File: src/b2d_pkg.sv
// Package: widths, payload type and the double-dabble step for the decimal converter.
`default_nettype none
package b2d_pkg;

  localparam int VALUE_W        = 31;   // input value width
  localparam int DIGIT_W        = 6;    // ASCII digit field width
  localparam int NUM_DIG        = 10;   // decimal digits of the widest value
  localparam int BCD_W          = 4 * NUM_DIG;
  localparam int DD_STAGES      = 4;    // pipeline stages of the conversion
  localparam int DD_STEPS       = (VALUE_W + DD_STAGES - 1) / DD_STAGES;
  localparam int MAX_DIGITS_DEF = 10;

  localparam logic [DIGIT_W-1:0] ASCII_ZERO = 6'd48;

  // Conversion payload: BCD accumulator and the binary bits still to shift in.
  typedef struct packed {
    logic [BCD_W-1:0]   bcd;
    logic [VALUE_W-1:0] bin;
  } dd_t;

  // One double-dabble step: add 3 to every digit of 5 or more, then shift.
  function automatic dd_t dd_step(input dd_t d);
    dd_t r;
    r = d;
    for (int j = 0; j < NUM_DIG; j++) begin
      if (r.bcd[4*j +: 4] >= 4'd5) begin
        r.bcd[4*j +: 4] = r.bcd[4*j +: 4] + 4'd3;
      end
    end
    r.bcd = {r.bcd[BCD_W-2:0], r.bin[VALUE_W-1]};
    r.bin = {r.bin[VALUE_W-2:0], 1'b0};
    return r;
  endfunction

endpackage
`default_nettype wire

File: src/b2d_if.sv
// Interfaces: input value channel and output digit channel.
`default_nettype none
interface b2d_in_if;
  import b2d_pkg::*;
  logic               valid;
  logic               ready;
  logic [VALUE_W-1:0] value;
  modport source (output valid, input ready, output value);
  modport sink   (input valid, output ready, input value);
endinterface

interface b2d_out_if;
  import b2d_pkg::*;
  logic               valid;
  logic               ready;
  logic [DIGIT_W-1:0] digit_char;
  logic               last_digit;
  modport source (output valid, input ready, output digit_char, output last_digit);
  modport sink   (input valid, output ready, input digit_char, input last_digit);
endinterface
`default_nettype wire

File: src/b2d_dd_stage.sv
// Module: one registered stage of double-dabble shift steps.
`default_nettype none
module b2d_dd_stage #(
  parameter int STEPS = b2d_pkg::DD_STEPS
) (
  input  wire logic         clk,
  input  wire logic         rst_n,
  input  wire logic         in_valid,
  output logic              in_ready,
  input  wire b2d_pkg::dd_t in_data,
  output logic              out_valid,
  input  wire logic         out_ready,
  output b2d_pkg::dd_t      out_data
);
  import b2d_pkg::*;

  logic valid_r;
  dd_t  data_r;
  dd_t  data_nxt;

  always_comb begin
    data_nxt = in_data;
    for (int s = 0; s < STEPS; s++) begin
      data_nxt = dd_step(data_nxt);
    end
  end

  assign in_ready  = !valid_r || out_ready;
  assign out_valid = valid_r;
  assign out_data  = data_r;

  always_ff @(posedge clk) begin
    if (!rst_n) begin
      valid_r <= 1'b0;
    end else if (in_ready) begin
      valid_r <= in_valid;
    end
  end

  always_ff @(posedge clk) begin
    if (in_ready && in_valid) begin
      data_r <= data_nxt;
    end
  end

endmodule
`default_nettype wire

File: src/b2d_ser.sv
// Module: digit serialiser, most significant digit first, leading zeros dropped unless the value is cut to MAX_DIGITS.
`default_nettype none
module b2d_ser #(
  parameter int MAX_DIGITS = b2d_pkg::MAX_DIGITS_DEF
) (
  input  wire logic                    clk,
  input  wire logic                    rst_n,
  input  wire logic                    in_valid,
  output logic                         in_ready,
  input  wire logic [b2d_pkg::BCD_W-1:0] in_bcd,
  b2d_out_if.source                    out_ch
);
  import b2d_pkg::*;

  localparam int KEEP  = (MAX_DIGITS < NUM_DIG) ? MAX_DIGITS : NUM_DIG;
  localparam int IDX_W = (KEEP > 1) ? $clog2(KEEP) : 1;

  logic                  busy_r;
  logic [IDX_W-1:0]      idx_r;
  logic [IDX_W-1:0]      idx_nxt;
  logic [KEEP-1:0][3:0]  digs_r;
  logic                  last_w;
  logic                  load_w;
  int                    top;

  // Highest non-zero digit, clamped to the digits kept; zero gives the units digit.
  always_comb begin
    top = 0;
    for (int j = 0; j < NUM_DIG; j++) begin
      if (in_bcd[4*j +: 4] != 4'd0) begin
        top = j;
      end
    end
    idx_nxt = (top < KEEP - 1) ? IDX_W'(top) : IDX_W'(KEEP - 1);
  end

  assign last_w            = (idx_r == '0);
  assign in_ready          = !busy_r || (out_ch.ready && last_w);
  assign load_w            = in_valid && in_ready;
  assign out_ch.valid      = busy_r;
  assign out_ch.digit_char = ASCII_ZERO + {{(DIGIT_W-4){1'b0}}, digs_r[idx_r]};
  assign out_ch.last_digit = last_w;

  always_ff @(posedge clk) begin
    if (!rst_n) begin
      busy_r <= 1'b0;
      idx_r  <= '0;
    end else if (load_w) begin
      busy_r <= 1'b1;
      idx_r  <= idx_nxt;
    end else if (busy_r && out_ch.ready) begin
      if (last_w) begin
        busy_r <= 1'b0;
      end else begin
        idx_r <= idx_r - 1'b1;
      end
    end
  end

  always_ff @(posedge clk) begin
    if (load_w) begin
      digs_r <= in_bcd[4*KEEP-1:0];
    end
  end

endmodule
`default_nettype wire

File: src/binary_to_decimal_digits.sv
// Top level: binary to ASCII decimal digit converter.
//
// Each input item is a 31-bit unsigned integer; the block sends its decimal
// text as one result item per ASCII digit, most significant first, with no
// leading zeros, and last_digit set on the units digit. Zero gives a single
// '0'. Where a value has more than MAX_DIGITS digits only the low MAX_DIGITS
// are sent (leading zeros among those are kept). The conversion is a
// double-dabble pipeline of DD_STAGES register stages (four by default: three
// of eight shift steps and a last one of seven) and takes one new value every
// cycle while the serialiser does not hold it back. The digit serialiser after
// it sends one digit per cycle while the digit side is ready, and holds one
// item at a time until its units digit is taken. A value passes the stage
// registers in order and then the serialiser's digit registers. The
// serialiser takes the next item in the cycle its last digit is taken, so
// back-to-back items stream without a gap.
`default_nettype none
module binary_to_decimal_digits #(
  parameter int MAX_DIGITS = b2d_pkg::MAX_DIGITS_DEF
) (
  input  wire logic  clk,
  input  wire logic  rst_n,
  b2d_in_if.sink     in_ch,
  b2d_out_if.source  out_ch
);
  import b2d_pkg::*;

  // Stage boundaries: index 0 is the input, DD_STAGES feeds the serialiser.
  logic [DD_STAGES:0] stg_valid;
  logic [DD_STAGES:0] stg_ready;
  dd_t                stg_data [DD_STAGES+1];

  assign stg_valid[0] = in_ch.valid;
  assign in_ch.ready  = stg_ready[0];
  assign stg_data[0]  = {{BCD_W{1'b0}}, in_ch.value};

  for (genvar g = 0; g < DD_STAGES; g++) begin : g_dd
    // last stage takes whatever bits remain
    localparam int STEPS = (g == DD_STAGES - 1) ? VALUE_W - (DD_STAGES - 1) * DD_STEPS
                                                : DD_STEPS;
    b2d_dd_stage #(
      .STEPS(STEPS)
    ) u_stage (
      .clk       (clk),
      .rst_n     (rst_n),
      .in_valid  (stg_valid[g]),
      .in_ready  (stg_ready[g]),
      .in_data   (stg_data[g]),
      .out_valid (stg_valid[g+1]),
      .out_ready (stg_ready[g+1]),
      .out_data  (stg_data[g+1])
    );
  end

  // Serialiser holds the BCD digits and walks them down to the units digit.
  b2d_ser #(
    .MAX_DIGITS(MAX_DIGITS)
  ) u_ser (
    .clk      (clk),
    .rst_n    (rst_n),
    .in_valid (stg_valid[DD_STAGES]),
    .in_ready (stg_ready[DD_STAGES]),
    .in_bcd   (stg_data[DD_STAGES].bcd),
    .out_ch   (out_ch)
  );

endmodule
`default_nettype wire

File: src/flat_wrapper.sv
// flat-port wrapper written by rule: the top's interface ports become plain ports
module binary_to_decimal_digits_flat import b2d_pkg::*;
#(
  parameter int MAX_DIGITS = b2d_pkg::MAX_DIGITS_DEF
)
  (clk, rst_n, in_ch_valid, in_ch_ready, in_ch_value, out_ch_valid, out_ch_ready, out_ch_digit_char, out_ch_last_digit);
  b2d_in_if in_ch_i ();
  b2d_out_if out_ch_i ();
  input  wire logic clk;
  input  wire logic rst_n;
  input wire logic [$bits(in_ch_i.valid)-1:0] in_ch_valid;
  output wire logic [$bits(in_ch_i.ready)-1:0] in_ch_ready;
  input wire logic [$bits(in_ch_i.value)-1:0] in_ch_value;
  output wire logic [$bits(out_ch_i.valid)-1:0] out_ch_valid;
  input wire logic [$bits(out_ch_i.ready)-1:0] out_ch_ready;
  output wire logic [$bits(out_ch_i.digit_char)-1:0] out_ch_digit_char;
  output wire logic [$bits(out_ch_i.last_digit)-1:0] out_ch_last_digit;
  assign in_ch_i.valid = in_ch_valid;
  assign in_ch_ready = in_ch_i.ready;
  assign in_ch_i.value = in_ch_value;
  assign out_ch_valid = out_ch_i.valid;
  assign out_ch_i.ready = out_ch_ready;
  assign out_ch_digit_char = out_ch_i.digit_char;
  assign out_ch_last_digit = out_ch_i.last_digit;
  binary_to_decimal_digits #(.MAX_DIGITS(MAX_DIGITS)) u_core (.clk(clk), .rst_n(rst_n), .in_ch(in_ch_i), .out_ch(out_ch_i));
endmodule
File: config.mk
export PLATFORM = sky130hd
export DESIGN_NAME = binary_to_decimal_digits_flat
export DESIGN_NICKNAME = d
export VERILOG_FILES = /design/src/b2d_pkg.sv /design/src/b2d_if.sv /design/src/b2d_dd_stage.sv /design/src/b2d_ser.sv /design/src/binary_to_decimal_digits.sv /design/src/flat_wrapper.sv
export SDC_FILE = /design/constraint.sdc
export NUM_CORES = 1
export LEC_CHECK = 0
export ABC_CLOCK_PERIOD_IN_PS = 16200
export BUFFER_PORTS_ARGS = -buffer_cell sky130_fd_sc_hd__buf_2
export CAP_MARGIN = 20
export CORE_ASPECT_RATIO = 1.4
export CORE_MARGIN = 4
export CORE_UTILIZATION = 50
export CTS_CLUSTER_DIAMETER = 30
export DETAILED_ROUTE_END_ITERATION = 7
export PLACE_DENSITY = 0.66
export SYNTH_ARGS = -nofsm -noshare
export SYNTH_HDL_FRONTEND = slang
export SYNTH_SLANG_ARGS = --single-unit
File: constraint.sdc
create_clock -name clk -period 16.2 [get_ports clk]
set_input_delay 2.43 -clock clk [delete_from_list [all_inputs] [get_ports clk]]
set_output_delay 2.43 -clock clk [all_outputs]
set_load 0.005 [all_outputs]
### Yosys cells after proc, flatten, opt, wreduce, memory -nomap -nowiden

Cells that the tools add are included.
Widths: inputs -> output; s select.

| storage, ports and cells | value |
|---|---|
| bits in registers | 242 |
| latch bits | 0 |
| memory bits (writable) | 0 |
| bits in read-only memories | 0 |
| input bits | 35 |
| output and inout bits | 9 |
| memories kept | 0 |

| operators by class | value |
|---|---|
| add/sub/neg operators | 257 |
| multiply operators | 0 |
| divide/modulo/power cells | 0 |
| order comparisons | 257 |
| equal/unequal tests | 1 |
| shifts and indexed selects | 0 |
| mux-type cells | 273 |
| bitwise logic cells | 0 |
| reduce and logical (&&, ||, !) cells | 31 |

Operators by type and width:

| operator | count |
|---|---|
| $ge 4x3->1 const B | 245 |
| $mux 4 | 230 |
| $add 4x2->4 const B | 225 |
| $mux 32 | 8 |
| $mux 3 | 29 |
| $add 3x2->3 const B | 20 |
| $reduce_bool 4->1 | 9 |
| $lt 32x5->1 const B | 1 |
| $add 1x2->3 const AB | 9 |
| $ge 1x3->1 const AB | 9 |
| $bmux 4 s4 | 1 |
| $logic_and 1x1->1 | 7 |
| $add 5x5->6 const A | 1 |
| $logic_not 1->1 | 5 |
| $logic_or 1x1->1 | 5 |
| $lt 4x5->1 const B | 1 |
| $mux 1 | 5 |
| $logic_not 4->1 | 1 |
| $reduce_and 2->1 | 2 |
| $reduce_bool 2->1 | 2 |
| $sub 4x1->4 const B | 1 |
| $add 1x2->3 const B | 1 |
| $ge 1x3->1 const B | 1 |
| $ne 2x1->1 const B | 1 |

### Longest topological paths before layout

Gate-level depths: netlist (run 1).

| depth | value |
|---|---|
| word-level depth | 16 |
| depth in mapped cells | 37 |
| gate-level depth less buffers | 37 |

### Cells and area by module

A second synthesis (run 1) with hierarchy kept.

| unflattened totals | value |
|---|---|
| cells, all modules | 7029 |
| area, all modules | 52873.2 um^2 |

By module, submodules not included:

| module | times used | cells an instance | area each (um^2) |
|---|---|---|---|
| b2d_dd_stage (u_core.g_dd[0].u_stage ...) | 3 | 1790 | 13170.1 |
| b2d_dd_stage (u_core.g_dd[3].u_stage) | 1 | 1520 | 11312.1 |
| b2d_ser | 1 | 138 | 2047.0 |
| binary_to_decimal_digits | 1 | 1 | 3.8 |

### Least setup slack after synthesis (run 1)

No wires, ideal clock.

| timing path | value |
|---|---|
| path kind | register -> register |
| from | register u_core.g_dd[2].u_stage.data_r (netlist bit u_core.g_dd[2].u_stage.out_data[39]) |
| to | register u_core.g_dd[3].u_stage.data_r (netlist bit u_core.g_dd[3].u_stage.out_data[45]) (data pin) |
| setup time | 260 ps |
| arrival time | 6718 ps |
| data required time | 15940 ps |
| setup slack | 9222 ps |
| stages on the path, launching flop included | 35 |
| buffers on the path | 0 |
| path through | edfxtp_1 -> ha_1 -> nand2b_1 -> a21o_1 -> xnor2_1 -> ha_1 -> nor2b_1 -> a211oi_1 -> nor2_1 -> xnor2_1 -> ha_1 -> nor2b_1 -> a21oi_1 -> or3_1 -> and2_1 -> ha_1 -> nor2b_1 -> or4b_1 -> nand2_1 -> inv_1 -> ha_1 -> nor2b_1 -> o21ai_0 -> xor2_1 -> inv_1 -> ha_1 -> inv_1 -> o21ai_0 -> and2_1 -> xnor2_1 -> inv_1 -> ha_1 -> nor2b_1 -> o21ai_0 -> mux2_2 |

RTL lines:

| what | line | source |
|---|---|---|
| start: declaration | b2d_dd_stage.sv:18 | `dd_t data_r;` |
| start signal: assignment | b2d_dd_stage.sv:42 | `data_r <= data_nxt;` |
| end signal: assignment | b2d_dd_stage.sv:42 |  |
| end: declaration | b2d_dd_stage.sv:18 |  |

==> results of run 1 <==
layout make-up:
type,count,area [sq um]
Multi-Input combinational cell,2224,16380
Fill cell,4229,21310
Sequential cell,196,5796
Tap cell,617,772.0
Inverter,252,945.9
Timing Repair Buffer,46,260.3
Clock inverter,15,182.7
Clock buffer,17,425.4
per-layer routing:
layer	vias to the layer above	share of wire (%)
met5	-	0
met4	0	1.7
met3	53	1.7
met2	232	56
met1	9254	41
li1	10052	-
sequential cells by signal (all words and copies together) (netlist names):
signal                         flops
u_core.g_dd.u_stage.out_data     147
u_core.u_ser.digs_r               40
u_core.g_dd.u_stage.out_valid      4
u_core.u_ser.idx_r                 4
u_core.u_ser.out_ch.valid          1
layout by cell type (no fill, tap or decap), drive strengths merged, types with 10 or more instances in the layout:
cell    count
inv       259
nor3b      24
o21ai     212
a22oi      14
a211oi     44
nor2      227
a22o       10
o21bai     22
nor3       56
or2        23
o21a       34
nand2b     67
edfxtp    187
mux2       60
o22ai      27
o31ai      13
xor2       24
a211o      14
nand3b     13
clkbuf     17
nand2     165
mux2i     167
buf        46
or3        21
and3       18
nand3      54
ha        205
a21oi     203
a21o       35
xnor2     103
a21boi     29
and2       39
o211ai     31
a31oi      32
nor2b      57
synth_stat cells, drive strengths merged (44+ instances only):
cell type / instances / area, sq um
nand3: 54 / 275.3
mux2: 60 / 690.7
nand2b: 67 / 421.7
nor2b: 57 / 371.6
nor3: 56 / 320.3
o21ai: 212 / 1076
a21oi: 203 / 1050
xnor2: 103 / 924.6
nand2: 165 / 626.9
inv: 251 / 942.2
nor2: 227 / 859.6
a211oi: 44 / 360.3
mux2i: 167 / 1719
edfxtp: 187 / 5615
ha: 205 / 2565
cells by family after synthesis:
kind of cell | after synthesis
buffers and inverters | 310
adders and majority gates | 207
other | 1
muxes | 235
and+or+nand+nor | 800
DFF | 196
AOI/OAI and AO/OA | 852
xor gates and xnor gates | 128
metrics by stage:
| stage | util, % | hold WS, ns | worst slack, ns |
|---|---|---|---|
| finish | 53.74 | 0.4212 | 8.201 |
| global route | 53.74 | 0.4238 | 7.340 |
| CTS | 53.67 | 0.4210 | 8.244 |
| detailed placement | 52.35 | 0.4045 | 8.369 |
| global placement | 52.35 | 0.4014 | 8.955 |
| floorplan | - | 0.4003 | 9.222 |
how the worst min path moves through the flow:
stage / start / to / cells after the start
floorplan: u_core.g_dd[0].u_stage.out_data[8]$_DFFE_PP_ / u_core.g_dd[1].u_stage.out_data[16]$_DFFE_PP_ / 0
global placement: u_core.g_dd[0].u_stage.out_data[10]$_DFFE_PP_ / u_core.g_dd[1].u_stage.out_data[18]$_DFFE_PP_ / 0
detailed placement: u_core.g_dd[0].u_stage.out_data[19]$_DFFE_PP_ / u_core.g_dd[1].u_stage.out_data[27]$_DFFE_PP_ / 0
CTS: u_core.g_dd[1].u_stage.out_data[21]$_DFFE_PP_ / u_core.g_dd[2].u_stage.out_data[29]$_DFFE_PP_ / 0
global route: u_core.g_dd[1].u_stage.out_data[21]$_DFFE_PP_ / u_core.g_dd[2].u_stage.out_data[29]$_DFFE_PP_ / 0
finish: u_core.g_dd[1].u_stage.out_data[21]$_DFFE_PP_ / u_core.g_dd[2].u_stage.out_data[29]$_DFFE_PP_ / 0
==> reports/qor.csv, run 1 <==
stage;metric;value;unit
global_route;initial antenna violation count;0;
worst_setup_path;Reg-to-Reg Start;u_core.g_dd[2].u_stage.out_data[31]$_DFFE_PP_;
logic_synthesis;predominant post-synthesis flop cell;edfxtp_1;
die;DIE WIDTH;190.6;um
sta;final-report max-slew violation count;0;
worst_setup_path;end of the worst register-to-register path;u_core.g_dd[3].u_stage.out_data[33]$_DFFE_PP_;
sta;Final min period;7.999;ns
detailed_routing;Via Count;19591;
clock_tree;clock latency on the worst-skew pair;0.47;ns
final_layout;layout cell share with drive strength beyond 1;10.40;%
worst_setup_path;CP Launch Point;u_core.g_dd[2].u_stage.out_data[31]$_DFFE_PP_;
die;die height;263.7;um
worst_setup_path;R2R cell count;33;
die;Initial Utilization;50.67;%
die;Floorplan Core Area;46080;sq um
logic_synthesis;Post-Syn Area;23350;sq um
sta;final setup violation count;0;
sta;setup tns final;0;ns
clock_tree;Max clock buf depth;2;
worst_setup_path;flop2flop setup slack;8.20;ns
sta;Fin. Hold Viols;0;
run;maxcap violations;0;
logic_synthesis;Adder-Cell Fraction of Synth Area;11.07;%
place;Inst Count DP;3333;
final_layout;nets;2977;
final_layout;Design Area, Final;24770;sq um
detailed_routing;DRC;0;
hold_path;Hold Crit Class;reg -> reg;
sta;final period utilization;49.37;%
worst_setup_path;Levels on crit path;33;
logic_synthesis;Async SR Flop Fraction;0;%
sta;maximum clock rate;0.1250;GHz
clock_tree;CTS Hold Bufs;0;
worst_setup_path;critical setup path kind;reg -> reg;
global_route;number of global-route vias before repair;19005;
logic_synthesis;post-synthesis mux area share;11.09;%
place;DP Area;24120;sq um
logic_synthesis;Post-Synth Simple-Gate Area;17.63;%
global_route;first-pass GRT wire length;80960;um
final_layout;diode count;0;
die;# rows;93;
detailed_routing;Routed Antenna Nets;0;
final_layout;Non-Filler Instances;3367;
global_route;met3 Usage GRT;2.405;%
logic_synthesis;#FFs+latches synth;196;
detailed_routing;vias per cell;5.819;
global_route;total grt overflow;0;
worst_setup_path;Worst Path Required;16.39;ns
logic_synthesis;YS warnings;0;
clock_tree;Post-CTS Setup Bufs;0;
worst_setup_path;most frequent CP cell;ha_1;
place;Port Buf Inserts;41;
logic_synthesis;syn_area_per_cell;8.555;sq um
worst_setup_path;Max stage delay on crit path;0.46;ns
worst_setup_path;Critical Path Start Type;flip-flop;
clock_tree;clk root buf;clkbuf_16;
clock_tree;CTS tree;built;
worst_setup_path;Arr. time, crit path;8.19;ns
detailed_routing;DRT iter0 DRCs;878;
place;GPL Wtd Cong;0.8403;
global_route;met2 Use GR;36.78;%
sta;Max transition margin;35.05;%
worst_setup_path;Buf/Inv on CP;2;
place;Post-DP HPWL;36610;um
detailed_routing;WL/cell;13.83;um
logic_synthesis;main combinational cell family by area after synthesis;compound AO/OA/AOI/OAI gates;
die;Ports;44;
clock_tree;H-tree levels;4;
logic_synthesis;cell count after synthesis;2729;
logic_synthesis;Synth Area in Compound Gates;25.18;%
clock_tree;CTS buffer count;17;
worst_setup_path;worst setup path endpoint;u_core.g_dd[3].u_stage.out_data[33]$_DFFE_PP_;
worst_setup_path;largest fanout on the critical path;6;
logic_synthesis;sequential-to-total area share from yosys stat;24.82;%
detailed_routing;Routed WL;46560;um
worst_setup_path;CP delay by family, top;compound AO/OA/AOI/OAI gates;
detailed_routing;Pre-antenna DRT Iters;7;
sta;RSZ-0062 raised after global routing;false;
sta;Worst-Margin Slew;0.9743;ns
global_route;busiest grt layer;met2;
final_layout;Area Growth Syn to Fin;6.077;%
sta;Setup Skew;0.01899;ns
global_route;largest net degree at the start of global routing;44;
worst_setup_path;Critical Path Sink Type;flip-flop;
clock_tree;Resized cells post-CTS;0;
status;status;complete, no violations;
logic_synthesis;XOR/XNOR Fraction of Synth Area;4.990;%
global_route;global-route met1 utilization;19.36;%
die;die area;50260;sq um
worst_setup_path;CP max stage cell;a21boi_0;
clock_tree;clk sink count;196;
global_route;Tot GR Track Use;18.18;%
clock_tree;clk slew on worst S/H paths;0.08;ns
logic_synthesis;Synth cell types;134;
logic_synthesis;number of flops mapped to enable cells by yosys;187;
Power of run 1 is not shown: default switching activity piles up to over one toggle a cycle in this logic, so the estimate is an artifact.
==> run 2: changes to the inputs <==
--- a/config.mk
+++ b/config.mk
@@ -5,7 +5,7 @@
 export SDC_FILE = /design/constraint.sdc
 export NUM_CORES = 1
 export LEC_CHECK = 0
-export ABC_CLOCK_PERIOD_IN_PS = 16200
+export ABC_CLOCK_PERIOD_IN_PS = 8400
 export BUFFER_PORTS_ARGS = -buffer_cell sky130_fd_sc_hd__buf_2
 export CAP_MARGIN = 20
 export CORE_ASPECT_RATIO = 1.4
==> constraint.sdc (replaced) <==
create_clock -name clk -period 8.4 [get_ports clk]
set_input_delay 1.26 -clock clk [delete_from_list [all_inputs] [get_ports clk]]
set_output_delay 1.26 -clock clk [all_outputs]
set_load 0.005 [all_outputs]
==> run 2 against run 1 <==
Compared with the run above: register-to-register slack lost 7.6 ns; die area stayed put; via count about the same; global-route usage is 0.065 points lower; cell count about the same; core utilization unchanged; clock skew down 0.0042 ns; first-iteration DRC count decreased by 10%; count of clock-buffer cells in the layout stayed put; critical path depth rose by 1; flip-flop and latch count is the same.
==> reports/qor.csv, run 2 (synthesis results as in run 1) <==
stage;metric;value;unit
detailed_routing;Routed WL;46430;um
detailed_routing;Routed Antenna Nets;0;
sta;final setup violation count;0;
clock_tree;Post-CTS Setup Bufs;0;
final_layout;diode count;0;
global_route;largest net degree at the start of global routing;44;
detailed_routing;vias per cell;5.814;
final_layout;commonest non-fill, non-tap cell in the layout;inv_1;
run;maxcap violations;0;
detailed_routing;DRT iter0 DRCs;789;
die;die height;263.7;um
die;die area;50260;sq um
clock_tree;clock latency on the worst-skew pair;0.47;ns
detailed_routing;Via Count;19587;
final_layout;max reg flops;147;
die;Floorplan Core Area;46080;sq um
sta;RSZ-0062 raised after global routing;false;
worst_setup_path;Worst Path Required;8.61;ns
status;status;complete, no violations;
detailed_routing;DRC;0;
global_route;total grt overflow;0;
global_route;first-pass GRT wire length;80500;um
detailed_routing;WL/cell;13.78;um
final_layout;Area Growth Syn to Fin;6.077;%
sta;Final min period;7.771;ns
die;Initial Utilization;50.67;%
worst_setup_path;Max stage delay on crit path;0.48;ns
sta;maximum clock rate;0.1287;GHz
die;# rows;93;
worst_setup_path;largest fanout on the critical path;4;
hold_path;Hold Crit Class;reg -> reg;
worst_setup_path;Critical Path Start Type;flip-flop;
clock_tree;clk sink count;196;
place;Post-DP HPWL;36660;um
detailed_routing;Pre-antenna DRT Iters;5;
sta;Fin. Hold Viols;0;
sta;final-report max-slew violation count;0;
sta;Max transition margin;31.85;%
sta;final period utilization;92.52;%
clock_tree;H-tree levels;4;
worst_setup_path;critical setup path kind;reg -> reg;
clock_tree;clk slew on worst S/H paths;0.08;ns
global_route;number of global-route vias before repair;19067;
worst_setup_path;Arr. time, crit path;7.99;ns
clock_tree;CTS buffer count;17;
sta;Worst-Margin Slew;1.022;ns
worst_setup_path;most frequent CP cell;ha_1;
place;GPL Wtd Cong;0.8583;
global_route;Tot GR Track Use;18.11;%
final_layout;layout cell share with drive strength beyond 1;10.39;%
die;Ports;44;
clock_tree;Max clock buf depth;2;
clock_tree;CTS tree;built;
global_route;initial antenna violation count;0;
worst_setup_path;Critical Path Sink Type;flip-flop;
final_layout;most frequent cells in the layout;inv_1 (243), nor2_1 (224), ha_1 (205), a21oi_1 (194), edfxtp_1 (187);
die;DIE WIDTH;190.6;um
place;Port Buf Inserts;41;
worst_setup_path;CP max stage cell;or4b_1;
sta;Setup Skew;0.01475;ns
sta;setup tns final;0;ns
clock_tree;clk root buf;clkbuf_16;
final_layout;nets;2979;
## run 2: cell types whose count changed in the layout (fill, tap and decap cells not counted), sizes merged
cell    change
buf         +2
clkinv      +1
inv         -1
## run 2: metal layers
layer,part of all wire [%],GRT usage [%],up-vias
met2,56,36.87,238
li1,-,-,10083
met1,41,19.17,9215
met5,0,0,-
met3,1.8,1.705,51
met4,1.5,5.496,0
## run 2: layout make-up
class	instances	area, sq um
fillers	4264	21310
multi-input cells	2224	16380
flip-flops and latches	196	5796
inverters	252	945.9
well taps	617	772.0
clock buffers	17	425.4
repair buffers	48	257.7
clock inverters	15	185.2
## run 2: path summary, 6_finish.rpt
| path | from | to | slack (ns) | cells past startpoint |
|---|---|---|---|---|
| worst min-delay path | u_core.g_dd[3].u_stage.out_data[32]$_DFFE_PP_ | u_core.u_ser.digs_r[1]$_DFFE_PP_ | 0.42 | 0 |
| worst min register to register | u_core.g_dd[3].u_stage.out_data[32]$_DFFE_PP_ | u_core.u_ser.digs_r[1]$_DFFE_PP_ | 0.42 | 0 |
| worst max-delay path | u_core.g_dd[2].u_stage.out_data[39]$_DFFE_PP_ | u_core.g_dd[3].u_stage.out_data[45]$_DFFE_PP_ | 0.63 | 34 |
| worst max register to register | u_core.g_dd[2].u_stage.out_data[39]$_DFFE_PP_ | u_core.g_dd[3].u_stage.out_data[45]$_DFFE_PP_ | 0.63 | 34 |
## run 2: repair_timing
item	4_1_cts	5_1_grt
hold buffers	0	0
setup endpoints to repair	0	3
hold endpoints to repair	0	0
gates resized for setup	0	1
## run 2: stage by stage
stage          hold slack [ns]  instances  utilization [%]  instance area [sq um]  setup slack, ns
2_1_floorplan           0.4003       2730                -                  23350            1.422
3_3_place_gp            0.4014       3337            52.42                  24150            1.152
3_5_place_dp            0.4045       3337            52.42                  24150           0.6396
4_1_cts                 0.4232       3369            53.74                  24770           0.6104
5_1_grt                 0.4277       3369            53.74                  24770        0.0002016
6_report                0.4219       3369            53.74                  24770           0.6286
## run 2: worst max-delay path: cells and delay by family (launching register included)
family	cells	cell delay [ns]
muxes	1	0.38
AOI/OAI and AO/OA	6	1.30
and+or+nand+nor	12	2.43
adders and majority gates	7	1.63
DFF	1	0.45
buffers and inverters	4	0.33
xor gates and xnor gates	4	0.99
Power of run 2 is left out for the same reason.
==> run 3: changes to the inputs <==
--- a/config.mk
+++ b/config.mk
@@ -8,12 +8,15 @@
 export ABC_CLOCK_PERIOD_IN_PS = 8400
 export BUFFER_PORTS_ARGS = -buffer_cell sky130_fd_sc_hd__buf_2
 export CAP_MARGIN = 20
+export CELL_PAD_IN_SITES_DETAIL_PLACEMENT = 1
+export CELL_PAD_IN_SITES_GLOBAL_PLACEMENT = 2
 export CORE_ASPECT_RATIO = 1.4
 export CORE_MARGIN = 4
-export CORE_UTILIZATION = 50
+export CORE_UTILIZATION = 41
 export CTS_CLUSTER_DIAMETER = 30
 export DETAILED_ROUTE_END_ITERATION = 7
-export PLACE_DENSITY = 0.66
+export GPL_TIMING_DRIVEN = 0
+export PLACE_DENSITY = 0.82
 export SYNTH_ARGS = -nofsm -noshare
 export SYNTH_HDL_FRONTEND = slang
 export SYNTH_SLANG_ARGS = --single-unit
==> run 3 against run 2 <==
Compared with the run above: non-clock buffer count is 58 higher; fmax rose by 0.47%; count of clock-buffer cells in the layout did not move; global-route usage rose by 0.089 points; cell count up 5.2%; largest cell class unchanged; flip-flop and latch count unchanged.
==> reports/qor.csv, run 3 (synthesis results as in run 1) <==
stage;metric;value;unit
clock_tree;H-tree levels;4;
final_layout;fillers;6761;
place;Post-DP HPWL;45650;um
final_layout;commonest non-fill, non-tap cell in the layout;inv_1;
final_layout;max reg flops;147;
final_layout;Design Area, Final;25270;sq um
final_layout;diode count;0;
worst_setup_path;flop2flop setup slack;0.67;ns
die;Ports;44;
worst_setup_path;largest fanout on the critical path;4;
detailed_routing;vias per cell;5.687;
die;Initial Utilization;41.36;%
detailed_routing;Pre-antenna DRT Iters;5;
worst_setup_path;R2R cell count;34;
detailed_routing;DRC;0;
global_route;number of global-route vias before repair;21344;
global_route;total grt overflow;0;
die;# rows;103;
die;Floorplan Core Area;56450;sq um
sta;Max transition margin;37.74;%
clock_tree;clk sink count;196;
sta;final setup violation count;0;
detailed_routing;DRT iter0 DRCs;669;
detailed_routing;Routed Antenna Nets;0;
worst_setup_path;Critical Path Start Type;flip-flop;
worst_setup_path;Worst Path Required;8.65;ns
die;die area;60880;sq um
final_layout;nets;3037;
sta;Fin. Hold Viols;0;
place;DP Worst Slack;0.1809;ns
worst_setup_path;CP max stage cell;or4b_1;
sta;setup tns final;0;ns
hold_path;Hold Path Stages;0;
worst_setup_path;most frequent CP cell;ha_1;
clock_tree;CTS buffer count;17;
clock_tree;CTS Hold Bufs;0;
worst_setup_path;Max stage delay on crit path;0.49;ns
global_route;first-pass GRT wire length;96560;um
clock_tree;clk slew on worst S/H paths;0.08;ns
final_layout;multi-input combinational cell area;16430;sq um
sta;Final WS setup;0.6651;ns
die;DIE WIDTH;209.7;um
detailed_routing;WL/cell;15.89;um
hold_path;Hold Crit Class;reg -> reg;
place;Port Buf Inserts;41;
sta;Worst-Margin Slew;0.9340;ns
sta;maximum clock rate;0.1293;GHz
detailed_routing;Via Count;20162;
sta;final hold slack;0.4234;ns
final_layout;most frequent cells in the layout;inv_1 (243), nor2_1 (224), ha_1 (205), a21oi_1 (193), edfxtp_1 (187);
run;maxcap violations;0;
global_route;Tot GR Track Use;18.20;%
place;DP Area;24640;sq um
status;status;complete, no violations;
worst_setup_path;critical setup path kind;reg -> reg;
worst_setup_path;Arr. time, crit path;7.98;ns
final_layout;Sequential Area;5796;sq um
clock_tree;Max clock buf depth;2;
sta;Final min period;7.735;ns
final_layout;layout cell share with drive strength beyond 1;11.21;%
sta;Setup Skew;0.01820;ns
global_route;largest net degree at the start of global routing;32;
die;die height;290.3;um
worst_setup_path;Critical Path Sink Type;flip-flop;
clock_tree;clock latency on the worst-skew pair;0.50;ns
clock_tree;CTS tree;built;
global_route;initial antenna violation count;0;
sta;final period utilization;92.08;%
final_layout;Area Growth Syn to Fin;8.232;%
sta;final-report max-slew violation count;0;
clock_tree;clk root buf;clkbuf_16;
place;GPL Wtd Cong;0.7894;
detailed_routing;Routed WL;56340;um
==> run 3: path summary, 6_finish.rpt <==
| kind | from | endpoint |
|---|---|---|
| setup / recovery | u_core.g_dd[2].u_stage.out_data[39]$_DFFE_PP_ | u_core.g_dd[3].u_stage.out_data[45]$_DFFE_PP_ |
| hold / removal | u_core.g_dd[0].u_stage.out_data[13]$_DFFE_PP_ | u_core.g_dd[1].u_stage.out_data[21]$_DFFE_PP_ |
| setup reg to reg | u_core.g_dd[2].u_stage.out_data[39]$_DFFE_PP_ | u_core.g_dd[3].u_stage.out_data[45]$_DFFE_PP_ |
| hold reg to reg | u_core.g_dd[0].u_stage.out_data[13]$_DFFE_PP_ | u_core.g_dd[1].u_stage.out_data[21]$_DFFE_PP_ |
==> run 3: area by class of cell <==
cell class,instances,share of cell area [%]
plain buffers,58,1.060
clock buffers,17,1.684
clock inverters,15,0.5595
inverters,252,3.743
multi-input cells,2224,65.03
flip-flops and latches,196,22.94
well taps,735,3.640
repair buffers,48,1.347
==> run 3: metrics by stage <==
step | util (%) | cells
3_5_place_dp | 43.65 | 3511
6_report | 44.76 | 3545
3_3_place_gp | 43.36 | 3506
4_1_cts | 44.66 | 3543
5_1_grt | 44.76 | 3545
2_1_floorplan | - | 2730
==> run 3: worst max-delay path: cells and delay by family (launching register included) <==
kind,cells,cell delay (ns)
simple gates,12,2.49
fa+ha+maj,7,1.64
flops,1,0.48
buf+inv,4,0.34
compound gates,6,1.24
xor+xnor,4,0.93
mux,1,0.36
==> run 3: per-layer routing <==
layer  global-route usage [%]  up-vias  routed length [um]
met2                    38.05      129               32700
met5                        0        -                   0
li1                         -    10145                   -
met4                    5.032        0                1037
met1                    18.25     9831               21810
met3                    2.386       57                 794
==> run 3: repair_timing <==
item,4_1_cts,5_1_grt
gates resized for setup,0,9
hold endpoints to repair,0,0
buffers inserted,0,1
endpoints found under the setup margin,0,9
Power of run 3 is left out for the same reason.
